## src/rtl/url_span_scanner_defines.svh

```systemverilog
// Assertion macros shared by the scanner RTL.
`ifndef URL_SPAN_SCANNER_DEFINES_SVH
`define URL_SPAN_SCANNER_DEFINES_SVH

// Checked on every rising clock edge, muted while reset is asserted.
`define USS_ASSERT(lbl, prop, msg) \
  lbl: assert property (@(posedge clk_i) disable iff (!rst_ni) (prop)) else $error(msg);

// Checked on every rising clock edge, also during reset.
`define USS_ASSERT_ALWAYS(lbl, prop, msg) \
  lbl: assert property (@(posedge clk_i) (prop)) else $error(msg);

`endif

```

## src/rtl/uss_pkg.sv

```systemverilog
package uss_pkg;

  localparam int unsigned PosBitsDefault = 16;
  localparam int unsigned FieldW         = 16;
  localparam int unsigned ByteW          = 8;

  localparam logic [ByteW-1:0] ChH     = 8'h68;  // 'h'
  localparam logic [ByteW-1:0] ChT     = 8'h74;  // 't'
  localparam logic [ByteW-1:0] ChP     = 8'h70;  // 'p'
  localparam logic [ByteW-1:0] ChS     = 8'h73;  // 's'
  localparam logic [ByteW-1:0] ChA     = 8'h61;  // 'a'
  localparam logic [ByteW-1:0] ChR     = 8'h72;  // 'r'
  localparam logic [ByteW-1:0] ChE     = 8'h65;  // 'e'
  localparam logic [ByteW-1:0] ChF     = 8'h66;  // 'f'
  localparam logic [ByteW-1:0] ChLt    = 8'h3C;  // '<'
  localparam logic [ByteW-1:0] ChGt    = 8'h3E;  // '>'
  localparam logic [ByteW-1:0] ChColon = 8'h3A;  // ':'
  localparam logic [ByteW-1:0] ChSlash = 8'h2F;  // '/'
  localparam logic [ByteW-1:0] ChEq    = 8'h3D;  // '='
  localparam logic [ByteW-1:0] ChQuote = 8'h22;  // '"'
  localparam logic [ByteW-1:0] ChSpace = 8'h20;
  localparam logic [ByteW-1:0] ChTab   = 8'h09;
  localparam logic [ByteW-1:0] ChCr    = 8'h0D;

  // Register index of scan_mode in the config map.
  localparam logic RegScanMode = 1'b0;

  typedef struct packed {
    logic [FieldW-1:0] url_start;
    logic [FieldW-1:0] url_end;
    logic              offsets_saturated;
  } uss_result_t;

  function automatic logic [ByteW-1:0] to_lower(input logic [ByteW-1:0] c);
    logic [ByteW-1:0] r;
    r = c;
    if (c >= 8'h41 && c <= 8'h5A) begin
      r = c + 8'd32;
    end
    return r;
  endfunction

  function automatic logic is_space(input logic [ByteW-1:0] c);
    return (c == ChSpace) || (c >= ChTab && c <= ChCr);
  endfunction

endpackage

```

## src/rtl/uss_in_if.sv

```systemverilog
interface uss_in_if
  import uss_pkg::*;
();
  logic             valid;
  logic             ready;
  logic [ByteW-1:0] byte_value;
  logic             last_byte;

  modport source (output valid, output byte_value, output last_byte, input ready);
  modport sink   (input valid, input byte_value, input last_byte, output ready);
endinterface

```

## src/rtl/uss_out_if.sv

```systemverilog
interface uss_out_if
  import uss_pkg::*;
();
  logic              valid;
  logic              ready;
  logic [FieldW-1:0] url_start;
  logic [FieldW-1:0] url_end;
  logic              offsets_saturated;

  modport source (output valid, output url_start, output url_end,
                  output offsets_saturated, input ready);
  modport sink   (input valid, input url_start, input url_end,
                  input offsets_saturated, output ready);
endinterface

```

## src/rtl/url_span_scanner.sv

```systemverilog
// URL span scanner.
// in_i carries one text byte per beat (byte_value, last_byte marks the final
// byte of a block). out_o carries one beat per URL that ends: url_start,
// url_end (one past the last character) and offsets_saturated.
// scan_mode is written over the APB port at address 0: 0 finds plain http(s):// URLs, 1 only href
// values of <a> tags. The user must write it only while the block is idle; the block does not check it.
// Throughput: one byte per cycle while the skid entry is free. The per-byte
// recognizer step and the offset counter update are combinational logic
// after the state registers. A result for the byte beat that ends the URL is
// registered into the output register, or into the skid entry when that is full.
// The output register is backed by a one-entry skid register, so bytes keep
// flowing while a result waits; in_i.ready drops only while the skid entry
// is occupied, i.e. after two results are pending under a stalled receiver.
// Offsets count up to 2^POS_BITS-1 and stick there; results then carry
// offsets_saturated. A last_byte beat returns scanner state and offsets to
// zero; scan_mode is kept.
// Reset (rst_ni low) clears the scanner, the result queue and scan_mode.
module url_span_scanner
  import uss_pkg::*;
#(
  parameter int unsigned POS_BITS = PosBitsDefault
) (
  input  logic        clk_i,
  input  logic        rst_ni,
  uss_in_if.sink      in_i,
  uss_out_if.source   out_o,
  input  logic        psel,
  input  logic        penable,
  input  logic        pwrite,
  input  logic [2:0]  paddr,
  input  logic [31:0] pwdata,
  output logic [31:0] prdata,
  output logic        pready
);

`include "url_span_scanner_defines.svh"

  localparam logic [POS_BITS-1:0] PosMax = '1;

  typedef enum logic [4:0] {
    S_INIT   = 5'd0,
    S_H      = 5'd1,
    S_HT     = 5'd2,
    S_HTT    = 5'd3,
    S_HTTP   = 5'd4,
    S_HTTPS  = 5'd5,
    S_COLON  = 5'd6,
    S_SLASH  = 5'd7,
    S_URL    = 5'd8,
    S_LT     = 5'd9,
    S_TAG    = 5'd10,
    S_TAG_H  = 5'd11,
    S_TAG_R  = 5'd12,
    S_TAG_E  = 5'd13,
    S_EQ     = 5'd14,
    S_QUOTE  = 5'd15,
    S_HSTART = 5'd16
  } scan_state_e;

  scan_state_e       scan_state_q, scan_state_d;
  logic [POS_BITS-1:0] pos_q, pos_d;
  logic [POS_BITS-1:0] start_q, start_d;
  logic [1:0]        cont_q, cont_d;
  logic              sat_q, sat_d;
  logic              scan_mode_q;

  logic              out_valid_q, skid_valid_q;
  uss_result_t       out_data_q, skid_data_q;
  uss_result_t       res;
  logic              res_valid;
  logic              in_fire, out_pop, cfg_wr;

  // Recognizer step signals
  scan_state_e       rec_state;
  logic [POS_BITS-1:0] rec_start;
  logic              rec_end;
  logic [ByteW-1:0]  ch, lc;
  logic              do_rec;

  assign in_fire = in_i.valid && in_i.ready;
  assign out_pop = out_valid_q && out_o.ready;
  assign in_i.ready = !skid_valid_q;

  assign cfg_wr = psel && penable && pwrite && pready;
  assign pready = 1'b1;
  assign prdata = (paddr[2] == RegScanMode) ? {31'b0, scan_mode_q} : 32'b0;

  // Lead bytes are seen as NUL.
  assign ch = in_i.byte_value[7] ? '0 : in_i.byte_value;
  assign lc = to_lower(ch);
  assign do_rec = (cont_q == 2'd0) &&
                  (!in_i.byte_value[7] ||
                   (in_i.byte_value >= 8'hC0 && in_i.byte_value <= 8'hF7));

  always_comb begin
    rec_state = scan_state_q;
    rec_start = start_q;
    rec_end   = 1'b0;
    unique case (scan_state_q)
      S_INIT: begin
        if (!scan_mode_q) begin
          if (lc == ChH) begin
            rec_state = S_H;
            rec_start = pos_q;
          end
        end else if (ch == ChLt) begin
          rec_state = S_LT;
        end
      end
      S_H:     rec_state = (lc == ChT) ? S_HT : S_INIT;
      S_HT:    rec_state = (lc == ChT) ? S_HTT : S_INIT;
      S_HTT:   rec_state = (lc == ChP) ? S_HTTP : S_INIT;
      S_HTTP: begin
        if (lc == ChS) rec_state = S_HTTPS;
        else           rec_state = (ch == ChColon) ? S_COLON : S_INIT;
      end
      S_HTTPS: rec_state = (ch == ChColon) ? S_COLON : S_INIT;
      S_COLON: rec_state = (ch == ChSlash) ? S_SLASH : S_INIT;
      S_SLASH: rec_state = (ch == ChSlash) ? S_URL : S_INIT;
      S_URL: begin
        if (is_space(ch) || ch == ChQuote || ch == ChGt) begin
          rec_state = S_INIT;
          rec_end   = 1'b1;
        end
      end
      S_LT:    rec_state = (lc == ChA) ? S_TAG : S_INIT;
      S_TAG:   rec_state = (lc == ChH) ? S_TAG_H : (lc == ChGt) ? S_INIT : S_TAG;
      S_TAG_H: rec_state = (lc == ChR) ? S_TAG_R : (lc == ChGt) ? S_INIT : S_TAG;
      S_TAG_R: rec_state = (lc == ChE) ? S_TAG_E : (lc == ChGt) ? S_INIT : S_TAG;
      S_TAG_E: rec_state = (lc == ChF) ? S_EQ : (lc == ChGt) ? S_INIT : S_TAG;
      S_EQ:    rec_state = (ch == ChEq) ? S_QUOTE : S_INIT;
      S_QUOTE, S_HSTART: begin
        if (scan_state_q == S_QUOTE && ch == ChQuote) begin
          rec_state = S_HSTART;
        end else if (lc == ChH) begin
          rec_state = S_H;
          rec_start = pos_q;
        end else begin
          rec_state = S_INIT;
        end
      end
      default: rec_state = S_INIT;
    endcase
  end

  always_comb begin
    logic stray_end;
    logic last_end;
    logic clamped;
    scan_state_d = scan_state_q;
    start_d      = start_q;
    cont_d       = cont_q;
    sat_d        = sat_q;
    pos_d        = pos_q;
    stray_end    = 1'b0;
    clamped      = 1'b0;

    if (cont_q != 2'd0) begin
      cont_d = cont_q - 2'd1;
    end else if (do_rec) begin
      scan_state_d = rec_state;
      start_d      = rec_start;
      if (in_i.byte_value[7]) begin
        cont_d = (in_i.byte_value <= 8'hDF) ? 2'd1 :
                 (in_i.byte_value <= 8'hEF) ? 2'd2 : 2'd3;
      end
    end else begin
      stray_end    = (scan_state_q == S_URL);
      scan_state_d = S_INIT;
    end

    last_end = in_i.last_byte && (scan_state_d == S_URL) && !(do_rec && rec_end)
               && !stray_end;
    res_valid = in_fire && ((do_rec && rec_end) || stray_end || last_end);

    res.url_start = FieldW'(start_q);
    res.url_end   = FieldW'(pos_q);
    if (last_end) begin
      clamped = (pos_q == PosMax);
      res.url_end = clamped ? FieldW'(PosMax) : FieldW'(pos_q + 1'b1);
    end
    res.offsets_saturated = sat_q || clamped;

    if (in_i.last_byte) begin
      scan_state_d = S_INIT;
      pos_d        = '0;
      start_d      = '0;
      cont_d       = 2'd0;
      sat_d        = 1'b0;
    end else if (pos_q == PosMax) begin
      sat_d = 1'b1;
    end else begin
      pos_d = pos_q + 1'b1;
    end
  end

  always_ff @(posedge clk_i or negedge rst_ni) begin
    if (!rst_ni) begin
      scan_state_q <= S_INIT;
      pos_q        <= '0;
      start_q      <= '0;
      cont_q       <= 2'd0;
      sat_q        <= 1'b0;
    end else if (in_fire) begin
      scan_state_q <= scan_state_d;
      pos_q        <= pos_d;
      start_q      <= start_d;
      cont_q       <= cont_d;
      sat_q        <= sat_d;
    end
  end

  always_ff @(posedge clk_i or negedge rst_ni) begin
    if (!rst_ni) begin
      scan_mode_q <= 1'b0;
    end else if (cfg_wr && paddr[2] == RegScanMode) begin
      scan_mode_q <= pwdata[0];
    end
  end

  // Output register plus one skid entry.
  always_ff @(posedge clk_i or negedge rst_ni) begin
    if (!rst_ni) begin
      out_valid_q  <= 1'b0;
      skid_valid_q <= 1'b0;
    end else if (skid_valid_q) begin
      if (out_pop) begin
        out_valid_q  <= 1'b1;
        skid_valid_q <= 1'b0;
      end
    end else if (out_pop || !out_valid_q) begin
      out_valid_q <= res_valid;
    end else if (res_valid) begin
      skid_valid_q <= 1'b1;
    end
  end

  always_ff @(posedge clk_i) begin
    if (skid_valid_q) begin
      if (out_pop) begin
        out_data_q <= skid_data_q;
      end
    end else if (out_pop || !out_valid_q) begin
      if (res_valid) begin
        out_data_q <= res;
      end
    end else if (res_valid) begin
      skid_data_q <= res;
    end
  end

  assign out_o.valid             = out_valid_q;
  assign out_o.url_start         = out_data_q.url_start;
  assign out_o.url_end           = out_data_q.url_end;
  assign out_o.offsets_saturated = out_data_q.offsets_saturated;

  `USS_ASSERT_ALWAYS(a_skid_behind_out, skid_valid_q |-> out_valid_q, "skid entry without output entry")
  `USS_ASSERT(a_sat_at_ceiling, sat_q |-> (pos_q == PosMax), "saturated below ceiling")
  `USS_ASSERT(a_last_clears, (in_fire && in_i.last_byte) |=> (pos_q == '0 && scan_state_q == S_INIT && cont_q == 2'd0 && !sat_q), "block end did not clear state")
  `USS_ASSERT(a_skip_holds_state, (in_fire && cont_q != 2'd0 && !in_i.last_byte) |=> $stable(scan_state_q), "continuation byte moved the recognizer")

endmodule
```

## src/flat_wrapper.sv

```systemverilog
// flat-port wrapper written by rule: the top's interface ports become plain ports
module url_span_scanner_flat import uss_pkg::*;
#(
  parameter int unsigned POS_BITS = PosBitsDefault
)
  (clk_i, rst_ni, psel, penable, pwrite, paddr, pwdata, prdata, pready, in_i_valid, in_i_byte_value, in_i_last_byte, in_i_ready, out_o_valid, out_o_url_start, out_o_url_end, out_o_offsets_saturated, out_o_ready);
  uss_in_if in_i_i ();
  uss_out_if out_o_i ();
  input  logic clk_i;
  input  logic rst_ni;
  input  logic psel;
  input  logic penable;
  input  logic pwrite;
  input  logic [2:0] paddr;
  input  logic [31:0] pwdata;
  output logic [31:0] prdata;
  output logic pready;
  input wire logic [$bits(in_i_i.valid)-1:0] in_i_valid;
  input wire logic [$bits(in_i_i.byte_value)-1:0] in_i_byte_value;
  input wire logic [$bits(in_i_i.last_byte)-1:0] in_i_last_byte;
  output wire logic [$bits(in_i_i.ready)-1:0] in_i_ready;
  output wire logic [$bits(out_o_i.valid)-1:0] out_o_valid;
  output wire logic [$bits(out_o_i.url_start)-1:0] out_o_url_start;
  output wire logic [$bits(out_o_i.url_end)-1:0] out_o_url_end;
  output wire logic [$bits(out_o_i.offsets_saturated)-1:0] out_o_offsets_saturated;
  input wire logic [$bits(out_o_i.ready)-1:0] out_o_ready;
  assign in_i_i.valid = in_i_valid;
  assign in_i_i.byte_value = in_i_byte_value;
  assign in_i_i.last_byte = in_i_last_byte;
  assign in_i_ready = in_i_i.ready;
  assign out_o_valid = out_o_i.valid;
  assign out_o_url_start = out_o_i.url_start;
  assign out_o_url_end = out_o_i.url_end;
  assign out_o_offsets_saturated = out_o_i.offsets_saturated;
  assign out_o_i.ready = out_o_ready;
  url_span_scanner #(.POS_BITS(POS_BITS)) u_core (.clk_i(clk_i), .rst_ni(rst_ni), .in_i(in_i_i), .out_o(out_o_i), .psel(psel), .penable(penable), .pwrite(pwrite), .paddr(paddr), .pwdata(pwdata), .prdata(prdata), .pready(pready));
endmodule
```

## config.mk

```make
export PLATFORM = sky130hd
export DESIGN_NAME = url_span_scanner_flat
export DESIGN_NICKNAME = d
export VERILOG_FILES = /design/src/rtl/uss_pkg.sv /design/src/rtl/uss_in_if.sv /design/src/rtl/uss_out_if.sv /design/src/rtl/url_span_scanner.sv /design/src/flat_wrapper.sv
export VERILOG_INCLUDE_DIRS = /design/src /design/src/rtl
export SDC_FILE = /design/constraint.sdc
export NUM_CORES = 1
export LEC_CHECK = 0
export BUFFER_PORTS_ARGS = -buffer_cell sky130_fd_sc_hd__buf_2
export CAP_MARGIN = 20
export CORE_UTILIZATION = 60
export DETAILED_ROUTE_END_ITERATION = 6
export PLACE_DENSITY_LB_ADDON = 0.3
export REMOVE_ABC_BUFFERS = 1
export SKIP_LAST_GASP = 1
export SLEW_MARGIN = 20
export SYNTH_ARGS = -nofsm -noshare
export SYNTH_HDL_FRONTEND = slang
export SYNTH_SLANG_ARGS = --single-unit
```

## constraint.sdc

```tcl
create_clock -name clk_i -period 14.5 [get_ports clk_i]
set_input_delay 2.9 -clock clk_i [delete_from_list [all_inputs] [get_ports clk_i]]
set_output_delay 2.9 -clock clk_i [all_outputs]
set_load 0.01 [all_outputs]
```

==> reports/metrics.yaml <==
status: "completed"
path_clk_slew_ps: 90
finalWirelength_mm: 13.55
grtUsageTotal_pct: 26.33
post_drt_wl_per_cell_um: 18.02
root_buffer: "clkbuf_8"
num_rows: 36
power.net_switching_w: 0.0002004
synthArstFlopShare_pct: 39.45
ys.flop_type: "edfxtp_1"
die_w_um: 103.3
hold_path_class: "flop to flop"
fin_crit_ps: 6301
synth_top_family_by_area: "simple AND/OR/NAND/NOR gates"
swShare_pct: 28.68
path_class: "primary input to flop"
cp_slowest_cell: "nor4_1"
fmax_mhz: 158.7
syn2layout_area_growth_pct: 6.235
clockBufferDepth: 2
yosysSeqAreaShare_pct: 49.63
cp_slowest_stage_delay_ps: 470
routed_via_density: 6.226
final_nets: 667
h-tree-depth: 3
synthCells: 586
max_cap_viol_count: 0
coreArea_um2: 9864
fin_setup_tns_ps: 0
firstDrtPassIters: 5
drt_iter0_markers: 344
grt_overflow: 0
worst-path-max-fanout: 28
synthXorXnorAreaFrac_pct: 0.2843
synth.lib_cells_used.distinct: 77
period_share_pct: 43.46
cp-end-kind: "flop"
ys_ff_latch: 109
start_kind: "primary input"
crit_top_cell: "mux2_2"
slew_headroom_pct: 43.12
power_density_nw_per_um2: 106.8
grt_max_degree: 44
grt_pass1_wl_mm: 21.38
drc_errors: 0
io_buffers: 53
power.share.clock_pct: 27.7
antenna_found_initial: 0
seqPwrFrac_pct: 51.3
postCtsSetupBuffers: 0
die_y_um: 103.3
hold_buffers: 0
cp.required_ps: 14640
synth_fa_ha_area_share_pct: 0.4062
clock_sinks: 109
internal_power_w: 0.0004984
drive_gt1_share_pct: 20.19
syn_area_per_cell_um2: 10.51
diodes: 0
synth_edf_count: 66
ios: 119
fin_util_pct: 66.35
synth-simple-area-share_pct: 19.52
die_area_um2: 10680
synth_compound_area_share_pct: 16.86
pwr-share-comb_pct: 21.0
place_hpwl_mm: 9.047
synthMuxAreaShare_pct: 5.361
finalPower_w: 0.0006988
grt_pass1_vias: 4399
path_cells: "buf_2, nor2b_1, ha_1, nor3b_1, o211ai_1, o22ai_1, nor4_1, o21ai_2, nor3_2, buf_4, mux2_2, mux2_2"
setup_viol_count_final: 0
arrival_ps: 6440
leakagePower_nw: 2.695
ir_drop_mv: 0.05578
rsz0062_at_grt: "false"
finalWeightedCongestion: 0.9035
hold_viol: 0
initial_core_util_pct: 62.46
antenna_left: 0
yosysWarnings: 0
tightest_slew_ps: 853.1
clock_skew_ps: 8.675
slew_viol_final: 0
insertion_delay_ps: 370
post_cts_resized: 0
cts_tree: "yes"
cts_made_buffers: 9
vias: 4682
netlist_area_um2: 6161
cells in the final DEF, fill, tap and decap left out, types with 17 or more instances in the layout:
cell and count:
nand2_1 48, nor2_1 39, conb_1 32, mux2_2 24, a21oi_1 26, o21ai_0 30, edfxtp_1 66, a22o_1 17
dfrtp_1 43, buf_2 52
worst paths after layout:
kind	startpoint	to	slack (ps)	depth (start not counted)
max in group asynchronous	rst_ni	u_core.pos_q[3]	11580	1
min reg2reg	u_core.start_q[13]	u_core.skid_data_q[30]	480	0
min in group asynchronous	rst_ni	u_core.start_q[2]	2530	1
max	in_i_byte_value[6]	u_core.out_o.url_end[11]	8200	12
min	u_core.start_q[13]	u_core.skid_data_q[30]	480	0
max reg2reg	u_core.scan_state_q[1]	u_core.out_o.url_end[11]	10770	9
critical path: cells and delay by family:
| kind | cells | cell delay, ps |
|---|---|---|
| buffers and inverters | 2 | 560 |
| and+or+nand+nor | 4 | 1250 |
| AOI/OAI and AO/OA | 3 | 770 |
| adders and majority gates | 1 | 310 |
| muxes | 2 | 650 |
power by group through the flow:
| stage | sequential [W] | combinational (W) | clock [W] |
|---|---|---|---|
| final | 0.000358 | 0.000147 | 0.000193 |
| after global routing | 0.000360 | 0.000162 | 0.000207 |
| after CTS | 0.000358 | 0.000147 | 0.000197 |
| after detailed placement | 0.000365 | 0.000147 | 0 |
| after global placement | 0.000364 | 0.000141 | 0 |
| after floorplan | 0.000372 | 0.0000914 | 0 |
state kept, by name, indices dropped and copies added, names as in the netlist:
register,cells
u_core.cont_q,2
u_core.out_o.offsets_saturated,1
u_core.out_o.url_end,16
u_core.out_o.url_start,16
u_core.out_o.valid,1
u_core.pos_q,16
u_core.sat_q,1
u_core.scan_mode_q,1
u_core.scan_state_q,5
u_core.skid_data_q,33
u_core.skid_valid_q,1
u_core.start_q,16
routing by layer:
layer | vias up | part of all wire, % | global-route usage, %
met1 | 2275 | 41 | 31.80
met5 | - | 0 | 0
met4 | 0 | 3.0 | 13.76
met3 | 34 | 4.8 | 3.226
li1 | 2197 | - | -
met2 | 176 | 51 | 46.36
metrics by stage:
stage	instances	cell area, um2	worst slack, ps	hold WS, ps
final	752	6545	8199	484.8
after global placement	736	6335	7858	459.3
after floorplan	543	5837	5947	443.1
after detailed placement	736	6335	7855	461.0
after CTS	752	6543	8266	484.4
after global routing	752	6545	8006	499.5
synthesized netlist by cell type (11+ instances only):
| master | number | area share (%) |
|---|---|---|
| edfxtp_1 | 66 | 32 |
| nand2_1 | 48 | 2.9 |
| dfrtp_1 | 43 | 17 |
| nor2_1 | 39 | 2.4 |
| buf_4 | 33 | 4.0 |
| o21ai_0 | 30 | 2.4 |
| a21oi_1 | 27 | 2.2 |
| clkbuf_1 | 24 | 1.5 |
| mux2_2 | 24 | 4.4 |
| a22o_1 | 17 | 2.4 |
| nor2b_1 | 15 | 1.5 |
| and3_1 | 14 | 1.4 |
| buf_2 | 13 | 1.1 |
| inv_1 | 11 | 0.67 |
| nor4_1 | 11 | 1.1 |
cell families (layout without fill, tap and decap cells):
family	Yosys count	after routing
other	2	32
multiplexers	28	28
flip-flops	109	109
AO/OA/AOI/OAI	146	146
buffers and inverters	85	88
XOR/XNOR	2	2
adder cells (fa/ha/maj)	2	2
AND/OR/NAND/NOR	212	212
layout make-up:
cell class                      count  area [um2]
Clock buffer                       12       135.1
Clock inverter                      4       72.57
Fill cell                         769        3319
Inverter                           12       45.04
Multi-Input combinational cell    422        2748
Sequential cell                   109        3058
Tap cell                          133       166.4
Timing Repair Buffer               60       320.3
No activity file was read; power rests on OpenSTA's default activity.
